--- src/hfd_pkg.sv ---
// Shared types and constants for the hex float to IEEE double converter.
package hfd_pkg;
    localparam int FracW = 56;
    localparam int PosW = 6;
    localparam int MantBits = 52;
    localparam logic [10:0] ExpOffset = 11'd711;

    typedef struct packed {
        logic             sign;
        logic [6:0]       chr;
        logic [PosW-1:0]  lz;
        logic [FracW-1:0] frac;
    } s1_t;

    typedef struct packed {
        logic            sign;
        logic            zero;
        logic [10:0]     bexp;
        logic [FracW-1:0] norm;
    } s2_t;
endpackage

--- src/hfd_if.sv ---
// Valid/ready channel carrying a 64-bit item.
interface hfd_if;
    logic        valid;
    logic        ready;
    logic [31:0] high_word;
    logic [31:0] low_word;
    logic [63:0] ieee_bits;
    modport source (output valid, input ready, output high_word, output low_word,
                    output ieee_bits);
    modport sink (input valid, output ready, input high_word, input low_word,
                  input ieee_bits);
endinterface

--- src/hfd_lzc.sv ---
// Leading zero count of the 56-bit fraction.
module hfd_lzc
(
    input  logic [hfd_pkg::FracW-1:0] frac,
    output logic [hfd_pkg::PosW-1:0]  lz
);
    always_comb
    begin
        lz = hfd_pkg::PosW'(hfd_pkg::FracW - 1);
        for (int i = 0; i < hfd_pkg::FracW; i++)
        begin
            if (frac[i])
            begin
                lz = hfd_pkg::PosW'(hfd_pkg::FracW - 1 - i);
            end
        end
    end
endmodule

--- src/hex_float_to_ieee_double.sv ---
// Top level: base-16 long float to IEEE 754 double converter.
// Each accepted input is registered in s1_reg, then s2_reg, then res_reg before output valid.
// Throughput: one item per cycle while the output is not stalled; the three register stages advance together.
// A stall holds all stages; nothing is lost or repeated.
// Reset clears the stage valid bits; payload registers are not reset.
module hex_float_to_ieee_double
(
    input logic clk,
    input logic rst_n,
    hfd_if.sink   in_ch,
    hfd_if.source out_ch
);
    logic v1_reg, v2_reg, v3_reg;
    hfd_pkg::s1_t s1_reg, s1_next;
    hfd_pkg::s2_t s2_reg, s2_next;
    logic [63:0] res_reg, res_next;
    logic adv;
    logic [hfd_pkg::FracW-1:0] frac_in;
    logic [hfd_pkg::PosW-1:0] lz;
    logic [52:0] sig;
    logic [53:0] sum;
    logic rnd;
    logic [10:0] e;

    assign adv = !v3_reg || out_ch.ready;
    assign in_ch.ready = adv;
    assign out_ch.valid = v3_reg;
    assign out_ch.ieee_bits = res_reg;
    assign out_ch.high_word = '0;
    assign out_ch.low_word = '0;

    assign frac_in = {in_ch.high_word[23:0], in_ch.low_word};

    hfd_lzc u_lzc (.frac(frac_in), .lz(lz));

    always_comb
    begin
        s1_next.sign = in_ch.high_word[31];
        s1_next.chr = in_ch.high_word[30:24];
        s1_next.lz = lz;
        s1_next.frac = frac_in;
    end

    always_comb
    begin
        s2_next.sign = s1_reg.sign;
        s2_next.zero = (s1_reg.frac == '0);
        s2_next.norm = s1_reg.frac << s1_reg.lz;
        s2_next.bexp = hfd_pkg::ExpOffset + 11'(hfd_pkg::FracW - 1) - 11'(s1_reg.lz)
                       + {2'b0, s1_reg.chr, 2'b0};
    end

    always_comb
    begin
        sig = s2_reg.norm[55:3];
        rnd = s2_reg.norm[2] && (s2_reg.norm[1] || s2_reg.norm[0] || sig[0]);
        sum = {1'b0, sig} + 54'(rnd);
        e = s2_reg.bexp + 11'(sum[53]);
        if (s2_reg.zero)
        begin
            res_next = {s2_reg.sign, 63'b0};
        end
        else
        begin
            res_next = {s2_reg.sign, e, sum[53] ? 52'b0 : sum[51:0]};
        end
    end

    always_ff @(posedge clk or negedge rst_n)
    begin
        if (!rst_n)
        begin
            v1_reg <= 1'b0;
            v2_reg <= 1'b0;
            v3_reg <= 1'b0;
        end
        else if (adv)
        begin
            v1_reg <= in_ch.valid;
            v2_reg <= v1_reg;
            v3_reg <= v2_reg;
        end
    end

    always_ff @(posedge clk)
    begin
        if (adv)
        begin
            s1_reg <= s1_next;
            s2_reg <= s2_next;
            res_reg <= res_next;
        end
    end
endmodule

--- src/flat_wrapper.sv ---
// flat-port wrapper written by rule: the top's interface ports become plain ports
module hex_float_to_ieee_double_flat 
  (clk, rst_n, in_ch_valid, in_ch_ready, in_ch_high_word, in_ch_low_word, in_ch_ieee_bits, out_ch_valid, out_ch_ready, out_ch_high_word, out_ch_low_word, out_ch_ieee_bits);
  hfd_if in_ch_i ();
  hfd_if out_ch_i ();
  input logic clk;
  input logic rst_n;
  input wire logic [$bits(in_ch_i.valid)-1:0] in_ch_valid;
  output wire logic [$bits(in_ch_i.ready)-1:0] in_ch_ready;
  input wire logic [$bits(in_ch_i.high_word)-1:0] in_ch_high_word;
  input wire logic [$bits(in_ch_i.low_word)-1:0] in_ch_low_word;
  input wire logic [$bits(in_ch_i.ieee_bits)-1:0] in_ch_ieee_bits;
  output wire logic [$bits(out_ch_i.valid)-1:0] out_ch_valid;
  input wire logic [$bits(out_ch_i.ready)-1:0] out_ch_ready;
  output wire logic [$bits(out_ch_i.high_word)-1:0] out_ch_high_word;
  output wire logic [$bits(out_ch_i.low_word)-1:0] out_ch_low_word;
  output wire logic [$bits(out_ch_i.ieee_bits)-1:0] out_ch_ieee_bits;
  assign in_ch_i.valid = in_ch_valid;
  assign in_ch_ready = in_ch_i.ready;
  assign in_ch_i.high_word = in_ch_high_word;
  assign in_ch_i.low_word = in_ch_low_word;
  assign in_ch_i.ieee_bits = in_ch_ieee_bits;
  assign out_ch_valid = out_ch_i.valid;
  assign out_ch_i.ready = out_ch_ready;
  assign out_ch_high_word = out_ch_i.high_word;
  assign out_ch_low_word = out_ch_i.low_word;
  assign out_ch_ieee_bits = out_ch_i.ieee_bits;
  hex_float_to_ieee_double u_core (.clk(clk), .rst_n(rst_n), .in_ch(in_ch_i), .out_ch(out_ch_i));
endmodule
--- config.mk ---
export PLATFORM = sky130hd
export DESIGN_NAME = hex_float_to_ieee_double_flat
export DESIGN_NICKNAME = d
export VERILOG_FILES = /design/src/hfd_pkg.sv /design/src/hfd_if.sv /design/src/hfd_lzc.sv /design/src/hex_float_to_ieee_double.sv /design/src/flat_wrapper.sv
export SDC_FILE = /design/constraint.sdc
export NUM_CORES = 1
export LEC_CHECK = 0
export CORE_MARGIN = 5
export CORE_UTILIZATION = 59
export CTS_CLUSTER_DIAMETER = 200
export DETAILED_ROUTE_END_ITERATION = 10
export DONT_BUFFER_PORTS = 1
export PLACE_DENSITY_LB_ADDON = 0.1
export SETUP_SLACK_MARGIN = 0.3
export SLEW_MARGIN = 20
export SYNTH_ARGS = -nofsm -noshare
export SYNTH_HDL_FRONTEND = slang
export SYNTH_HIERARCHICAL = 1
export SYNTH_SLANG_ARGS = --single-unit
--- constraint.sdc ---
create_clock -name clk -period 7.4 [get_ports clk]
set_input_delay 1.48 -clock clk [delete_from_list [all_inputs] [get_ports clk]]
set_output_delay 1.48 -clock clk [all_outputs]
set_load 0.005 [all_outputs]
==> results.md <==
- Status: finished, final reports clean
- Post-synth EDFFs: 203
- Vias per cell: 6.191
- DRC: 0
- Placed cells: 1,437
- Final worst path period need: 3.389 ns
- Final Max Tran Viols: 0
- CTS tree: built
- Worst setup EP type: primary output
- Post-Syn Area: 12,910 sq um
- Nets: 1,327
- DP Area: 12,850 sq um
- F_max: 295.0 MHz
- Pin count of the biggest net entering global routing: 133
- Setup TNS Final: 0 ns
- Ys flop type: edfxtp_1
- Top cell type's share of synthesized area: 47.20%
- Final hold slack: 0.4252 ns
- Post-synthesis compound-gate area fraction: 10.08%
- CTS max path bufs: 3
- Slowest CP cell: nand2b_4
- DRT iter0 DRCs: 889
- Average cell area after synthesis: 10.75 sq um
- Crit Path Max Fanout: 35
- Final WL: 30.61 mm
- CTS resizes: 0
- Top delay family on crit path: simple AND/OR/NAND/NOR gates
- Fin Clk Skew: 0.01808 ns
- Critical path class: in2out
- Req. time, crit path: 5.92 ns
- Clk sink count: 206
- Period utilization: 45.80%
- Post-Synth Adder-Cell Area: 1.511%
- N_diodes: 0
- R2R setup slack: 4.13 ns
- Clk slew on worst S/H paths: 0.06 ns
- Max VDD drop: 0.0001947 V
- Worst-Margin Slew: 1.042 ns
- Post-synthesis mux area share: 13.05%
- Chip width: 157.9 microns
- Worst setup SP type: primary input
- Ys async rst share: 1.456%
- H-tree levels: 1
- Routed Antenna Nets: 0
- Max FFs per register: 70
- Setup Fix Bufs, Post-CTS: 0
- Seq cells post-synth: 206
- Fin. Hold Viols: 0
- First-pass GRT wire length: 46.53 mm
- Hold_sp: u_core/s2_reg[68]
- Root Buffer: clkbuf_16
- Number of fill cells in the layout: 1,758
- Seq/Total Area, Yosys: 47.79%
- Setup-failing EPs final: 0
- Critical path arrival: 1.91 ns
- Min-Delay Path Class: reg2reg
- FP Rows: 54
- Overall routing resource usage: 23.75%
- Buf/Inv on CP: 0
- Total gr overflow: 0
- Simple logic cell fraction of the synthesized area: 16.32%
- CTS buffer count: 21
- Worst-Skew Late Latency: 0.50 ns
- Vias: 9,113
- Synth area leaders: edfxtp_1 (47%), mux2i_1 (5.1%), mux4_2 (4.5%), nor2_1 (4.4%), buf_4 (4.1%)
- Power Total: 4.273 mW
- Total of max-cap violations: 0
- PwrDens: 317.3 nW/um^2
- Worst r2r src: u_core/s1_reg[57]
- Non-Filler Instances: 1,472
- Slowest stage delay, CP: 0.41 ns
- WHS Endpoint: u_core/out_ch.ieee_bits[63]
- Mapped Cells: 1,201
- XOR/XNOR Fraction of Synth Area: 4.341%
- Area leader, netlist: edfxtp_1
- CTS Hold Buffers Added: 0
- Dpl hpwl: 22.70 mm
- R2r worst-path depth: 9
- Die H: 157.9 microns
- Unrepaired setup endpoints after global routing: no
- Critical-path cell list: nand2b_4
- Lkg Pwr: 4.975 nW
- Wire per inst: 20.80 microns
- Worst Setup SP: out_ch_ready
- Worst slew margin: 29.82%
- I/O pin count: 262
- TritonRoute pass-1 iters: 6
- GP Congestion: 0.9885
- Vias in the first global route: 8,544
- Area added between synthesis and finish: 4.273%
- PortBufs: 0
- Synth top cells by count: edfxtp_1 (203), nor2_1 (153), nand2_1 (100)
- Core area: 21,690 sq um
- R2r endpoint: u_core/s2_reg[64]
- Hold depth: 0
- Antenna violations before repair: 0
- Yosys warns: 6
- Most common cell in the netlist: edfxtp_1
- Initial Util: 59.54%
- Finished Cell Area: 13,470 sq um
- Die Area: 24,950 sq um
- Share of cells above drive strength 1: 10.65%
- Largest family of logic cells by synthesized area: simple AND/OR/NAND/NOR gates
- Cell variety after synth: 72
-- routing by layer --
metal,global-route usage [%],wire length (microns),vias up
met5,0,0,-
met4,7.555,868,0
met3,5.085,2481,55
met2,39.06,14530,403
met1,31.82,12730,4341
li1,-,-,4314
-- cell usage in the layout, fill, tap and decap left out, drive strengths merged, types with 7 or more instances in the layout --
cell	synthesis	final
edfxtp	203	203
conb	1	64
nand4	18	18
mux4	26	26
ha	14	14
clkbuf	24	24
mux2	39	39
nor4	29	29
o221ai	10	10
nand2	100	100
clkinv	0	10
mux2i	66	66
nand3	40	40
o211ai	7	7
inv	36	36
and3	16	16
a21oi	40	40
a31oi	9	9
xor2	41	41
nand2b	12	12
nor3	21	21
and2	8	8
nor2	153	153
o22ai	22	22
xnor2	23	23
o21ai	52	52
buf	94	11
nor2b	10	10
-- cell type report --
class	count	area, sq um	share of cell area [%]
inverters	36	135.1	1.004
flip-flops and latches	206	6171	45.83
multi-input cells	904	6097	45.28
repair buffers	11	95.09	0.7062
clock inverters	11	80.08	0.5947
clock buffers	24	536.8	3.986
well taps	280	350.3	2.602
-- cells by family after synthesis --
kind of cell / count (synthesis)
AOI/OAI and AO/OA: 201
xor gates and xnor gates: 64
adders and majority gates: 15
buffers and inverters: 154
DFF: 206
muxes: 131
other: 1
and+or+nand+nor: 429
-- where the power goes --
group | switching (mW) | internal [mW] | total, mW
Clock | 0.413 | 0.551 | 0.965
Sequential | 0.270 | 1.75 | 2.02
Combinational | 0.793 | 0.497 | 1.29
Total | 1.48 | 2.80 | 4.27
-- worst max-delay path by stage --
stage / end / slack [ns] / depth (start not counted)
2_1_floorplan: in_ch_ready / 1.82 / 1
3_3_place_gp: in_ch_ready / 3.99 / 1
3_5_place_dp: in_ch_ready / 4.00 / 1
4_1_cts: in_ch_ready / 4.00 / 1
5_1_grt: u_core/s2_reg[64] / 3.86 / 9
6_report: in_ch_ready / 4.01 / 1
-- stage by stage --
stage	setup slack, ns	utilization [%]
after floorplan	1.817	-
after global placement	3.995	59.24
after detailed placement	3.996	59.24
after CTS	3.996	62.09
after global routing	3.863	62.09
final	4.011	62.09
Note: power is estimated with default switching activity, not from simulation.
